## config.mk

```make
export PLATFORM = sky130hd
export DESIGN_NAME = multichannel_pulse_capture_meter_flat
export DESIGN_NICKNAME = d
export VERILOG_FILES = /design/src/rtl/pmc_pkg.sv /design/src/rtl/pmc_req_if.sv /design/src/rtl/pmc_rsp_if.sv /design/src/rtl/multichannel_pulse_capture_meter.sv /design/src/flat_wrapper.sv
export SDC_FILE = /design/constraint.sdc
export NUM_CORES = 2
export LEC_CHECK = 0
export BUFFER_PORTS_ARGS = -buffer_cell sky130_fd_sc_hd__buf_4
export CAP_MARGIN = 15
export CORE_ASPECT_RATIO = 0.8
export CORE_MARGIN = 8
export CORE_UTILIZATION = 35
export CTS_BUF_LIST = sky130_fd_sc_hd__clkbuf_8
export DETAILED_ROUTE_END_ITERATION = 8
export HOLD_SLACK_MARGIN = 0.15
export SYNTH_ARGS = -nofsm -noshare
export SYNTH_HDL_FRONTEND = slang
export SYNTH_SLANG_ARGS = --single-unit
```

## constraint.sdc

```tcl
create_clock -name clk -period 8.3 [get_ports clk]
set_input_delay 1.66 -clock clk [delete_from_list [all_inputs] [get_ports clk]]
set_output_delay 1.66 -clock clk [all_outputs]
set_load 0.1 [all_outputs]
```

## src/rtl/pmc_pkg.sv

```systemverilog
// ----------------------------------------------------------------------------
// pmc_pkg
// shared types and constants of the multichannel pulse capture meter
// ----------------------------------------------------------------------------
`default_nettype none

package pmc_pkg;

  typedef enum logic [2:0] {
    ACT_RISE     = 3'd0,
    ACT_FALL     = 3'd1,
    ACT_OVERFLOW = 3'd2,
    ACT_READ     = 3'd3,
    ACT_TMO_READ = 3'd4
  } action_t;

  typedef enum logic [1:0] {
    REG_COUNTS_PER_US   = 2'd0,
    REG_SPEED_SCALE     = 2'd1,
    REG_PERCENT_SCALE   = 2'd2,
    REG_UNDERFLOW_LIMIT = 2'd3
  } reg_index_t;

  typedef enum logic [2:0] {
    S_IDLE,
    S_EDGE,
    S_TMO,
    S_WALK,
    S_READ,
    S_DIV,
    S_OUT
  } state_t;

  typedef enum logic [2:0] {
    J_PER,
    J_HI,
    J_KSPD,
    J_SPD,
    J_DUTY
  } job_t;

  localparam logic [31:0] ALL_ONES  = 32'hFFFF_FFFF;
  localparam logic [14:0] SPEED_MAX = 15'h7FFF;
  localparam logic [15:0] DUTY_MAX  = 16'hFFFF;

  localparam logic [7:0]  CPU_RESET   = 8'd1;
  localparam logic [31:0] SPEED_RESET = 32'd1000000;
  localparam logic [15:0] PCT_RESET   = 16'd10000;
  localparam logic [31:0] UFL_RESET   = 32'h8000_0000;

endpackage

`default_nettype wire

```

## src/rtl/pmc_req_if.sv

```systemverilog
// ----------------------------------------------------------------------------
// pmc_req_if
// input channel: edge, overflow and read transactions
// ----------------------------------------------------------------------------
`default_nettype none

interface pmc_req_if;
  logic        valid;
  logic        ready;
  logic [2:0]  action;
  logic [2:0]  channel;
  logic [15:0] capture_value;
  logic [7:0]  pulses_per_rev;
  logic [31:0] timeout_us;

  modport source (output valid, action, channel, capture_value, pulses_per_rev,
                  timeout_us, input ready);
  modport sink (input valid, action, channel, capture_value, pulses_per_rev,
                timeout_us, output ready);
endinterface

`default_nettype wire

```

## src/rtl/pmc_rsp_if.sv

```systemverilog
// ----------------------------------------------------------------------------
// pmc_rsp_if
// result channel: one transaction per read
// ----------------------------------------------------------------------------
`default_nettype none

interface pmc_rsp_if;
  logic        valid;
  logic        ready;
  logic [31:0] period_us;
  logic [31:0] high_us;
  logic [14:0] speed;
  logic [15:0] duty;
  logic        signal_valid;

  modport source (output valid, period_us, high_us, speed, duty, signal_valid,
                  input ready);
  modport sink (input valid, period_us, high_us, speed, duty, signal_valid,
                output ready);
endinterface

`default_nettype wire

```

## src/rtl/multichannel_pulse_capture_meter.sv

```systemverilog
// ----------------------------------------------------------------------------
// multichannel_pulse_capture_meter
// period and high time capture on several channels, with a shared divider
// ----------------------------------------------------------------------------
// usage:
//   req carries edge, overflow and read transactions; rsp returns one
//   transaction per read (actions 3 and 4). the user must write registers via
//   cfg_we / cfg_index / cfg_data while the block is idle; it is not enforced.
// timing:
//   rising or falling edge: applied in the EDGE state. timeout write: an
//   extra TMO state before the read. overflow: one channel per cycle
//   through one compare unit. read: a restoring divider shared by all five
//   quotients, one bit a cycle; an invalid channel skips the divider.
//   req.ready is high only between transactions.
// reset:
//   rst clears all channel state, the overflow base and the registers to
//   their defaults; every channel then reads as invalid.
// stall:
//   a result waits in the output register; the next transaction is still
//   taken, and a further read holds before its output until rsp drains.
// ----------------------------------------------------------------------------
`default_nettype none

module multichannel_pulse_capture_meter #(
  parameter int CHANNELS     = 8,
  parameter int COUNTER_SPAN = 65536
) (
  input  wire logic                     clk,
  input  wire logic                     rst,
  pmc_req_if.sink                       req,
  pmc_rsp_if.source                     rsp,
  input  wire logic                     cfg_we,
  input  wire pmc_pkg::reg_index_t      cfg_index,
  input  wire logic [31:0]              cfg_data
);
  import pmc_pkg::*;

  localparam int IDXW = (CHANNELS > 1) ? $clog2(CHANNELS) : 1;

  state_t state, state_next;
  job_t   job, job_sel;
  logic   job_start;

  logic [7:0]  counts_per_us;
  logic [31:0] speed_scale;
  logic [15:0] percent_scale;
  logic [31:0] underflow_limit;

  logic [31:0] overflow_base;
  logic [31:0] rise_time       [CHANNELS];
  logic [31:0] period_count    [CHANNELS];
  logic [31:0] elapsed_tracker [CHANNELS];
  logic [31:0] high_count      [CHANNELS];
  logic [31:0] timeout_count   [CHANNELS];

  action_t     act;
  logic [IDXW-1:0] ptr;
  logic        ok;
  logic [15:0] cap;
  logic [7:0]  ppr;
  logic [31:0] tmo;

  logic [31:0] r_period, r_high;
  logic [14:0] r_speed;
  logic [15:0] r_duty;
  logic        r_valid;
  logic [47:0] prod;

  logic [47:0] dv_q;
  logic [31:0] dv_rem, dv_den;
  logic [5:0]  dv_cnt;
  logic [32:0] rem_s, rem_sub;
  logic        rem_ge;

  logic [31:0] cur_rt, cur_per, cur_et, cur_hi, cur_tc;
  logic [31:0] now, walk_e;
  logic        chan_live, rd_ok, accept, out_load;
  logic [7:0]  cpu_div;

  assign cur_rt  = rise_time[ptr];
  assign cur_per = period_count[ptr];
  assign cur_et  = elapsed_tracker[ptr];
  assign cur_hi  = high_count[ptr];
  assign cur_tc  = timeout_count[ptr];

  assign now       = overflow_base + {16'd0, cap};
  assign walk_e    = overflow_base - cur_rt;
  assign chan_live = cur_et < cur_tc;
  assign rd_ok     = ok && chan_live;
  assign cpu_div   = (counts_per_us == 8'd0) ? 8'd1 : counts_per_us;

  assign rem_s   = {dv_rem, dv_q[47]};
  assign rem_ge  = rem_s >= {1'b0, dv_den};
  assign rem_sub = rem_s - {1'b0, dv_den};

  assign req.ready = (state == S_IDLE);
  assign accept    = req.valid && req.ready;
  assign out_load  = (state == S_OUT) && (!rsp.valid || rsp.ready);

  always_ff @(posedge clk) begin
    if (rst) begin
      state <= S_IDLE;
    end else begin
      state <= state_next;
    end
  end

  always_comb begin
    state_next = state;
    job_start  = 1'b0;
    job_sel    = J_PER;
    unique case (state)
      S_IDLE: begin
        if (accept) begin
          priority case (req.action)
            ACT_RISE, ACT_FALL: state_next = S_EDGE;
            ACT_OVERFLOW:       state_next = S_WALK;
            ACT_READ:           state_next = S_READ;
            ACT_TMO_READ:       state_next = S_TMO;
            default:            state_next = S_IDLE;
          endcase
        end
      end
      S_EDGE: state_next = S_IDLE;
      S_TMO:  state_next = S_READ;
      S_WALK: begin
        if (ptr == IDXW'(CHANNELS - 1)) begin
          state_next = S_IDLE;
        end
      end
      S_READ: begin
        if (rd_ok) begin
          job_start  = 1'b1;
          job_sel    = J_PER;
          state_next = S_DIV;
        end else begin
          state_next = S_OUT;
        end
      end
      S_DIV: begin
        if (dv_cnt == 6'd0) begin
          unique case (job)
            J_PER: begin
              job_start = 1'b1;
              job_sel   = J_HI;
            end
            J_HI: begin
              if (cur_per == 32'd0) begin
                state_next = S_OUT;
              end else if (ppr == 8'd0) begin
                job_start = 1'b1;
                job_sel   = J_DUTY;
              end else begin
                job_start = 1'b1;
                job_sel   = J_KSPD;
              end
            end
            J_KSPD: begin
              job_start = 1'b1;
              job_sel   = J_SPD;
            end
            J_SPD: begin
              job_start = 1'b1;
              job_sel   = J_DUTY;
            end
            J_DUTY: state_next = S_OUT;
            default: state_next = S_OUT;
          endcase
        end
      end
      S_OUT: begin
        if (out_load) begin
          state_next = S_IDLE;
        end
      end
      default: state_next = S_IDLE;
    endcase
  end

  // registers and channel state
  always_ff @(posedge clk) begin
    if (rst) begin
      counts_per_us   <= CPU_RESET;
      speed_scale     <= SPEED_RESET;
      percent_scale   <= PCT_RESET;
      underflow_limit <= UFL_RESET;
      overflow_base   <= 32'd0;
      for (int i = 0; i < CHANNELS; i++) begin
        rise_time[i]       <= 32'd0;
        period_count[i]    <= 32'd0;
        elapsed_tracker[i] <= 32'd0;
        high_count[i]      <= 32'd0;
        timeout_count[i]   <= 32'd0;
      end
    end else begin
      if (cfg_we) begin
        unique case (cfg_index)
          REG_COUNTS_PER_US:   counts_per_us   <= cfg_data[7:0];
          REG_SPEED_SCALE:     speed_scale     <= cfg_data;
          REG_PERCENT_SCALE:   percent_scale   <= cfg_data[15:0];
          REG_UNDERFLOW_LIMIT: underflow_limit <= cfg_data;
          default: ;
        endcase
      end
      if (accept && req.action == ACT_OVERFLOW) begin
        overflow_base <= overflow_base + 32'(COUNTER_SPAN);
      end
      if (state == S_EDGE && ok) begin
        if (act == ACT_RISE) begin
          period_count[ptr]    <= now - cur_rt;
          elapsed_tracker[ptr] <= now - cur_rt;
          rise_time[ptr]       <= now;
        end else begin
          high_count[ptr] <= now - cur_rt;
        end
      end
      if (state == S_TMO && ok) begin
        timeout_count[ptr] <= 32'(tmo * {24'd0, counts_per_us});
      end
      if (state == S_WALK && chan_live) begin
        if (walk_e > cur_tc && walk_e < underflow_limit) begin
          elapsed_tracker[ptr] <= cur_tc;
        end else if (walk_e > cur_per && walk_e < underflow_limit) begin
          elapsed_tracker[ptr] <= walk_e;
        end
      end
    end
  end

  // transaction capture, divider and result path
  always_ff @(posedge clk) begin
    if (accept) begin
      act <= action_t'(req.action);
      ok  <= 32'(req.channel) < 32'(CHANNELS);
      ptr <= (req.action == ACT_OVERFLOW) ? '0 : IDXW'(req.channel);
      cap <= req.capture_value;
      ppr <= req.pulses_per_rev;
      tmo <= req.timeout_us;
    end
    if (state == S_WALK) begin
      ptr <= ptr + 1'b1;
    end
    if (state == S_READ) begin
      r_valid  <= rd_ok;
      r_period <= ALL_ONES;
      r_high   <= ALL_ONES;
      r_speed  <= '0;
      r_duty   <= '0;
      prod     <= cur_hi * {16'd0, percent_scale};
    end
    if (state == S_DIV && dv_cnt != 6'd0) begin
      dv_rem <= rem_ge ? rem_sub[31:0] : rem_s[31:0];
      dv_q   <= {dv_q[46:0], rem_ge};
      dv_cnt <= dv_cnt - 6'd1;
    end
    if (state == S_DIV && dv_cnt == 6'd0) begin
      unique case (job)
        J_PER:  r_period <= dv_q[31:0];
        J_HI:   r_high   <= dv_q[31:0];
        J_KSPD: ;
        J_SPD:  r_speed  <= (dv_q > 48'(SPEED_MAX)) ? SPEED_MAX : dv_q[14:0];
        J_DUTY: r_duty   <= (dv_q > 48'(DUTY_MAX)) ? DUTY_MAX : dv_q[15:0];
        default: ;
      endcase
    end
    if (job_start) begin
      job    <= job_sel;
      dv_rem <= 32'd0;
      unique case (job_sel)
        J_PER: begin
          dv_q   <= {cur_per, 16'd0};
          dv_den <= {24'd0, cpu_div};
          dv_cnt <= 6'd32;
        end
        J_HI: begin
          dv_q   <= {cur_hi, 16'd0};
          dv_den <= {24'd0, cpu_div};
          dv_cnt <= 6'd32;
        end
        J_KSPD: begin
          dv_q   <= {speed_scale, 16'd0};
          dv_den <= {24'd0, ppr};
          dv_cnt <= 6'd32;
        end
        J_SPD: begin
          // speed scale over ppr is the quotient just finished
          dv_q   <= {dv_q[31:0], 16'd0};
          dv_den <= cur_per;
          dv_cnt <= 6'd32;
        end
        J_DUTY: begin
          dv_q   <= prod;
          dv_den <= cur_per;
          dv_cnt <= 6'd48;
        end
        default: ;
      endcase
    end
  end

  // output register
  always_ff @(posedge clk) begin
    if (rst) begin
      rsp.valid <= 1'b0;
    end else if (out_load) begin
      rsp.valid <= 1'b1;
    end else if (rsp.ready) begin
      rsp.valid <= 1'b0;
    end
  end

  always_ff @(posedge clk) begin
    if (out_load) begin
      rsp.period_us    <= r_period;
      rsp.high_us      <= r_high;
      rsp.speed        <= r_speed;
      rsp.duty         <= r_duty;
      rsp.signal_valid <= r_valid;
    end
  end

`ifndef SYNTHESIS
  a_invalid_result: assert property (@(posedge clk) disable iff (rst)
    rsp.valid && !rsp.signal_valid |-> rsp.period_us == ALL_ONES &&
      rsp.high_us == ALL_ONES && rsp.speed == '0 && rsp.duty == '0)
    else $error("invalid read result not forced");

  a_div_nonzero: assert property (@(posedge clk) disable iff (rst)
    state == S_DIV && dv_cnt != 6'd0 |-> dv_den != 32'd0)
    else $error("divider running with zero divisor");

  a_base_step: assert property (@(posedge clk) disable iff (rst)
    accept && req.action == ACT_OVERFLOW |=>
      overflow_base == $past(overflow_base) + 32'(COUNTER_SPAN))
    else $error("overflow base not advanced");
`endif

endmodule

`default_nettype wire
```

## src/flat_wrapper.sv

```systemverilog
// flat-port wrapper written by rule: the top's interface ports become plain ports
module multichannel_pulse_capture_meter_flat import pmc_pkg::*;
#(
  parameter int CHANNELS     = 8,
  parameter int COUNTER_SPAN = 65536
)
  (clk, rst, cfg_we, cfg_index, cfg_data, req_valid, req_action, req_channel, req_capture_value, req_pulses_per_rev, req_timeout_us, req_ready, rsp_valid, rsp_period_us, rsp_high_us, rsp_speed, rsp_duty, rsp_signal_valid, rsp_ready);
  pmc_req_if req_i ();
  pmc_rsp_if rsp_i ();
  input  wire logic clk;
  input  wire logic rst;
  input  wire logic cfg_we;
  input  wire pmc_pkg::reg_index_t cfg_index;
  input  wire logic [31:0] cfg_data;
  input wire logic [$bits(req_i.valid)-1:0] req_valid;
  input wire logic [$bits(req_i.action)-1:0] req_action;
  input wire logic [$bits(req_i.channel)-1:0] req_channel;
  input wire logic [$bits(req_i.capture_value)-1:0] req_capture_value;
  input wire logic [$bits(req_i.pulses_per_rev)-1:0] req_pulses_per_rev;
  input wire logic [$bits(req_i.timeout_us)-1:0] req_timeout_us;
  output wire logic [$bits(req_i.ready)-1:0] req_ready;
  output wire logic [$bits(rsp_i.valid)-1:0] rsp_valid;
  output wire logic [$bits(rsp_i.period_us)-1:0] rsp_period_us;
  output wire logic [$bits(rsp_i.high_us)-1:0] rsp_high_us;
  output wire logic [$bits(rsp_i.speed)-1:0] rsp_speed;
  output wire logic [$bits(rsp_i.duty)-1:0] rsp_duty;
  output wire logic [$bits(rsp_i.signal_valid)-1:0] rsp_signal_valid;
  input wire logic [$bits(rsp_i.ready)-1:0] rsp_ready;
  assign req_i.valid = req_valid;
  assign req_i.action = req_action;
  assign req_i.channel = req_channel;
  assign req_i.capture_value = req_capture_value;
  assign req_i.pulses_per_rev = req_pulses_per_rev;
  assign req_i.timeout_us = req_timeout_us;
  assign req_ready = req_i.ready;
  assign rsp_valid = rsp_i.valid;
  assign rsp_period_us = rsp_i.period_us;
  assign rsp_high_us = rsp_i.high_us;
  assign rsp_speed = rsp_i.speed;
  assign rsp_duty = rsp_i.duty;
  assign rsp_signal_valid = rsp_i.signal_valid;
  assign rsp_i.ready = rsp_ready;
  multichannel_pulse_capture_meter #(.CHANNELS(CHANNELS), .COUNTER_SPAN(COUNTER_SPAN)) u_core (.clk(clk), .rst(rst), .req(req_i), .rsp(rsp_i), .cfg_we(cfg_we), .cfg_index(cfg_index), .cfg_data(cfg_data));
endmodule
```

Word level (Yosys, flattened, before mapping)
Memory sizes are Yosys's and may differ from the RTL's. A register that Yosys moved wholly into a read port is not among the register bits.
Cells that the tools add are included.
{ "totals": {"regBits": 547, "ramBits": 1280, "inputBits": 101, "output_inout_bits": 98, "wordCells": 210, "mem_count": 5} }
{ "mem_list": {"columns": ["name", "depth", "word_bits", "rd", "rd_ports_with_merged_regs", "write_ports", "line_no", "rtl"], "rows": [
  ["u_core.elapsed_tracker", 8, 32, 1, 1, 8, "multichannel_pulse_capture_meter.sv:52", "logic [31:0] elapsed_tracker [CHANNELS];"],
  ["u_core.high_count", 8, 32, 1, 1, 8, "multichannel_pulse_capture_meter.sv:53", "logic [31:0] high_count [CHANNELS];"],
  ["u_core.period_count", 8, 32, 1, 1, 8, "multichannel_pulse_capture_meter.sv:51", "logic [31:0] period_count [CHANNELS];"],
  ["u_core.rise_time", 8, 32, 1, 1, 8, "multichannel_pulse_capture_meter.sv:50", "logic [31:0] rise_time [CHANNELS];"],
  ["u_core.timeout_count", 8, 32, 1, 1, 8, "multichannel_pulse_capture_meter.sv:54", "logic [31:0] timeout_count [CHANNELS];"]
]} }
{ "classes": {"addsub": 7, "mul": 2, "magnitude_cmp": 7, "n_eq_ne": 28, "mux": 91, "n_bitwise": 2, "n_reduce_logical": 40} }
{ "op_table": {"columns": ["op", "count"], "rows": [
  ["$mux W32", 14],
  ["$pmux W48 S5", 1],
  ["$reduce_or A32 Y1", 5],
  ["$mux W48", 2],
  ["$pmux W32 S3", 1],
  ["$sub A32 B32 Y32", 3],
  ["$mux W3", 22],
  ["$gt A32 B32 Y1", 2],
  ["$lt A32 B32 Y1", 2],
  ["$mux W16", 4],
  ["$mux W15", 4],
  ["$gt A48 B15 Y1 const B", 1],
  ["$gt A48 B16 Y1 const B", 1],
  ["$mul A32 B16 Y48", 1],
  ["$ge A33 B32 Y1", 1],
  ["$add A32 B16 Y32", 1],
  ["$add A32 B17 Y32 const B", 1],
  ["$logic_not A32 Y1", 1],
  ["$mul A32 B8 Y32", 1],
  ["$mux W1", 32],
  ["$eq A3 B2 Y1 const B", 8],
  ["$pmux W3 S4", 2],
  ["$eq A3 B3 Y1 const B", 7],
  ["$pmux W3 S6", 1],
  ["other kinds (30)", 59]
]} }

Depth between registers and ports, before layout
{ "logic_depth": {"word_depth": 11, "depth_mapped": 37} }

Least setup slack after synthesis
No wires, ideal clock.
{ "synth_path": {"path_type": "register to register", "start": "reg (tool-made name)", "end": "mem u_core.elapsed_tracker[1][0], enable pin", "setup_time_ns": 0.482, "t_arrival_ns": 7.988, "t_required_ns": 7.818, "slack_ns": -0.170, "stages_incl_launch_ff": 36, "period_less_slack_ns": 8.470, "path_cell_list": "dfxtp_1 buf_6 buf_6 buf_6 buf_6 buf_6 buf_4 buf_4 buf_2 buf_2 buf_2 mux4_2 mux2i_1 ha_1 clkbuf_1 a21o_1 a21oi_1 o21bai_1 a21o_1 a21oi_1 o21ai_0 a21oi_1 xor2_1 inv_1 ha_1 nand4_1 or2_2 nor3_1 nand3_1 nor4b_1 nor4b_4 and4bb_2 or3_1 buf_4 nand2_1 nand2b_1"} }
{ "synth_lines": {"columns": ["element", "line_no"], "rows": [
  ["end, declared", "multichannel_pulse_capture_meter.sv:52"]
]} }

==> impl_results.rst <==
.. list-table::
   :header-rows: 1

   * - Metric
     - Value
   * - Outcome
     - finished clean
   * - Number of clock sinks
     - approximately 1800
   * - Max_slew headroom
     - 14.6%
   * - Horizontal die dimension
     - 629 um
   * - Delay of the slowest cell on the worst path
     - 0.54 ns
   * - Worst setup path category
     - flip-flop to flip-flop
   * - GRT Total Usage
     - between 20% and 30%
   * - Std-Cell Rows
     - 180
   * - Total nets after synthesis
     - 10000
   * - Number of distinct standard cells referenced by the synthesized netlist
     - 89
   * - Count of routing violations after the opening detailed-route iteration
     - between 7000 and 8000
   * - Tightest Pin Transition
     - 1.28 ns
   * - Die Outline Area
     - 0.318 mm2
   * - Cell repeated most along the worst path
     - sky130_fd_sc_hd__fa_1
   * - Count of endpoints failing setup in the final report
     - 0
   * - Post-Layout Inst Area
     - 0.119 mm2
   * - Portion of the post-synthesis area used by sequential elements
     - around half
   * - Clock latency of the later-clocked register in the worst-skew pair
     - 0.95 ns
   * - Worst-case clock buffer depth
     - 4
   * - Final weighted congestion of routability-driven global placement
     - 0.931
   * - Worst hold-check slack
     - 0.417 ns
   * - Fraction of registers with async set/reset
     - 0%
   * - CP startpoint kind
     - flip-flop
   * - Final worst setup slack
     - 0.399 ns
   * - Boundary Pins
     - just under 200
   * - Final number of max-transition violations
     - 0
   * - MaxCap Viol Count
     - 0
   * - Post-detailed-placement half-perimeter wirelength
     - roughly 230000 um
   * - Net count reported at finish
     - 10300
   * - H-tree Lvls
     - 5
   * - Number of cells in the design after placement
     - roughly 13000
   * - Worst min-delay path class
     - flip-flop to flip-flop
   * - Sum Neg Setup Slack
     - 0 ns
   * - Time the final worst path needs with I/O delays and setup
     - around 7.9 ns
   * - Vias per inst
     - ~5.4
   * - Tot Pwr
     - 45.7 mW
   * - Part of the cycle the worst path needs
     - between 90% and 100%
   * - Peak supply drop
     - 0.741 mV
   * - Core area
     - 0.300 mm2
   * - Residual DRC count
     - 0
   * - Netlist Area Pre-Place
     - 0.105 mm2
   * - Register area
     - 0.0516 mm2
   * - Initial core utilization
     - 35.1%
   * - Synthesis-to-finish area growth
     - 13.3%
   * - Placed inst area
     - 0.113 mm2
   * - Cell count after synthesis
     - ~9000
   * - Slowest cell on crit path
     - sky130_fd_sc_hd__fa_1
   * - Unrepaired setup endpoints after global routing
     - no
   * - Clock tree from TritonCTS
     - yes
   * - Routed Wire Length
     - 333000 um
   * - Final-layout fill cell count
     - 28300
   * - Footprint of the multi-input gates
     - 0.0491 mm2
   * - Yosys warning count
     - 0
   * - Maximum net fanout on the critical path
     - 11
   * - DIE HEIGHT
     - approximately 510 um
   * - Via count
     - about 73000
   * - PD cells
     - 384 mW/mm2
   * - Register bit total from synthesis
     - 1814
   * - Maximum clock skew at final layout
     - 0.0823 ns
   * - Number of flops mapped to enable cells by yosys
     - around 1500
   * - Number of nets with antenna violations after detailed routing
     - 0
   * - Maximum number of pins on one net before global-route repair
     - 153
   * - Critical Path AT
     - 8.60 ns
   * - First-pass GRT wire length
     - 492000 um
   * - Avg Cell Area, Syn
     - 11.7 um2
   * - Required time of the critical path
     - 9.00 ns
   * - End-of-flow core utilization
     - 39.8%
   * - Global route total overflow
     - 0
   * - Num CTS Buffers
     - 299
   * - Clock Root Buffer
     - sky130_fd_sc_hd__clkbuf_8
   * - Initial DRT Pass Iterations
     - 5
   * - Number of antenna violations at the first check in global routing
     - 21
   * - Setup Slack @ Placement
     - 0.309 ns
   * - Top flip-flop cell by instance count after synthesis
     - sky130_fd_sc_hd__edfxtp_1
   * - Timing-limited maximum frequency
     - 127 MHz
   * - Ratio of cells with drive above 1 in the final layout
     - 16.6%
   * - Hold Vio Cnt, Final
     - 0
   * - Final std cells w/o fill
     - 13500
   * - Leak pwr
     - 47.1 nW
   * - Clock edge transition at the registers on the reported setup and hold paths
     - 0.07 ns
   * - Port Buffer Count
     - 198
   * - Number of global-route vias before repair
     - 75200
   * - Average wire per standard cell
     - 24.6 um
   * - Worst Setup End Kind
     - flip-flop
[kinds of logic after synthesis]
kind of cell | count (synthesis) | synth area share, %
simple gates | 3199 | 13.8
fa+ha+maj | 930 | 15.2
buf+inv | 1265 | 4.73
mux | 597 | 9.77
xor+xnor | 169 | 1.43
flops | 1814 | 49.0
compound gates | 998 | 6.05
[synthesized netlist by cell type, types with 55 or more instances]
library cell / n / area share, %
sky130_fd_sc_hd__edfxtp_1: 1522 / 43
sky130_fd_sc_hd__nor2_1: 1371 / 4.9
sky130_fd_sc_hd__nand2_1: 795 / 2.8
sky130_fd_sc_hd__inv_1: 685 / 2.4
sky130_fd_sc_hd__fa_1: 576 / 11
sky130_fd_sc_hd__clkbuf_1: 457 / 1.6
sky130_fd_sc_hd__a21oi_1: 398 / 1.9
sky130_fd_sc_hd__ha_1: 354 / 4.2
sky130_fd_sc_hd__and2_1: 330 / 2.0
sky130_fd_sc_hd__mux4_2: 319 / 6.8
sky130_fd_sc_hd__dfxtp_1: 292 / 5.6
sky130_fd_sc_hd__and3_1: 267 / 1.6
sky130_fd_sc_hd__mux2i_1: 152 / 1.4
sky130_fd_sc_hd__o21ai_0: 147 / 0.70
sky130_fd_sc_hd__a21o_1: 108 / 0.77
sky130_fd_sc_hd__mux2_2: 96 / 1.0
sky130_fd_sc_hd__xnor2_1: 96 / 0.80
sky130_fd_sc_hd__a211oi_1: 87 / 0.62
sky130_fd_sc_hd__nor3_1: 85 / 0.40
sky130_fd_sc_hd__buf_2: 70 / 0.33
sky130_fd_sc_hd__xor2_1: 70 / 0.58
sky130_fd_sc_hd__nand2b_1: 69 / 0.41
sky130_fd_sc_hd__a221oi_1: 65 / 0.54
sky130_fd_sc_hd__nand3_1: 61 / 0.29
sky130_fd_sc_hd__nor2b_1: 55 / 0.33
[placed cells by master (no fill, tap or decap), types with 51 or more instances in the layout]
cell | synthesis | final
sky130_fd_sc_hd__mux2_2 | 96 | 93
sky130_fd_sc_hd__nor2_1 | 1371 | 1365
sky130_fd_sc_hd__fa_1 | 576 | 576
sky130_fd_sc_hd__inv_1 | 685 | 776
sky130_fd_sc_hd__mux2i_1 | 152 | 148
sky130_fd_sc_hd__xnor2_1 | 96 | 84
sky130_fd_sc_hd__o21ai_0 | 147 | 146
sky130_fd_sc_hd__mux4_2 | 319 | 319
sky130_fd_sc_hd__a221oi_1 | 65 | 65
sky130_fd_sc_hd__a211oi_1 | 87 | 86
sky130_fd_sc_hd__nor3_1 | 85 | 81
sky130_fd_sc_hd__clkbuf_8 | 0 | 326
sky130_fd_sc_hd__and2_1 | 330 | 330
sky130_fd_sc_hd__nor2b_1 | 55 | 54
sky130_fd_sc_hd__dfxtp_1 | 292 | 286
sky130_fd_sc_hd__a21oi_1 | 398 | 396
sky130_fd_sc_hd__nand2_1 | 795 | 793
sky130_fd_sc_hd__buf_4 | 11 | 551
sky130_fd_sc_hd__and3_1 | 267 | 265
sky130_fd_sc_hd__nand3_1 | 61 | 60
sky130_fd_sc_hd__xor2_1 | 70 | 62
sky130_fd_sc_hd__nand4_1 | 52 | 52
sky130_fd_sc_hd__ha_1 | 354 | 353
sky130_fd_sc_hd__edfxtp_1 | 1522 | 1522
sky130_fd_sc_hd__clkinv_1 | 2 | 51
sky130_fd_sc_hd__a21o_1 | 108 | 108
[path summary, 6_finish.rpt]
kind                            cells past startpoint                       end                start  slack (ns)
worst min-delay path                                0  u_core.rsp.period_us[25]  u_core.r_period[25]        0.42
worst min register to register                      0  u_core.rsp.period_us[25]  u_core.r_period[25]        0.42
worst max register to register                     28           u_core.prod[47]            flip-flop        0.40
worst max-delay path                               28           u_core.prod[47]            flip-flop        0.40
[power by group]
part | internal, mW | switching [mW] | leakage (nW)
logic | 9.67 | 16.5 | 26.2
registers | 11.1 | 0.651 | 17.7
clock network | 4.00 | 3.78 | 3.25
[metal layers]
layer / vias to the layer above / routed length [um] / GRT usage [%]
met2: 3431 / 150000 / 32.2
met3: 720 / 30700 / 4.39
met1: 37400 / 137000 / 27.0
met4: 6 / 15400 / 8.38
li1: 31900 / - / -
met5: - / 44 / 0
[cell type report]
class	instances	area share [%]
multi-input combinational	5893	41.2
inverter	689	2.17
tap	4004	4.20
timing repair buffer	607	4.39
clock buffer	326	3.76
sequential	1814	43.3
antenna	5	0.0105
clock inverter	205	1.02
[worst max-delay path: cells and delay by family (launching register included)]
| kind | cells | cell delay, ns |
|---|---|---|
| multiplexers | 2 | 0.94 |
| adder cells (fa/ha/maj) | 7 | 3.37 |
| XOR/XNOR | 1 | 0.08 |
| flip-flops | 1 | 0.37 |
| buffers and inverters | 7 | 0.71 |
| AO/OA/AOI/OAI | 10 | 1.95 |
| AND/OR/NAND/NOR | 1 | 0.23 |
[state kept, by name, summed over array words and instances (netlist names), 16 cells and up, named ones only]
name and flops:
u_core.prod 48, u_core.elapsed_tracker 256, u_core.overflow_base 16, u_core.speed_scale 32, u_core.r_duty 16, u_core.cap 16
u_core.dv_q 48, u_core.rise_time 256, u_core.rsp.period_us 32, u_core.period_count 256, u_core.percent_scale 16, u_core.timeout_count 256
u_core.underflow_limit 32, u_core.tmo 32, u_core.r_high 32, u_core.rsp.high_us 32, u_core.dv_den 32, u_core.r_period 32
u_core.high_count 256, u_core.dv_rem 32, u_core.rsp.duty 16
[repair_timing]
action / 4_1_cts / 5_1_grt
setup buffers: 0 / 5
endpoints found under the setup margin: 0 / 400
hold buffers: 0 / 0
resized for setup: 0 / 13
Power figures use the tool's default switching activity.
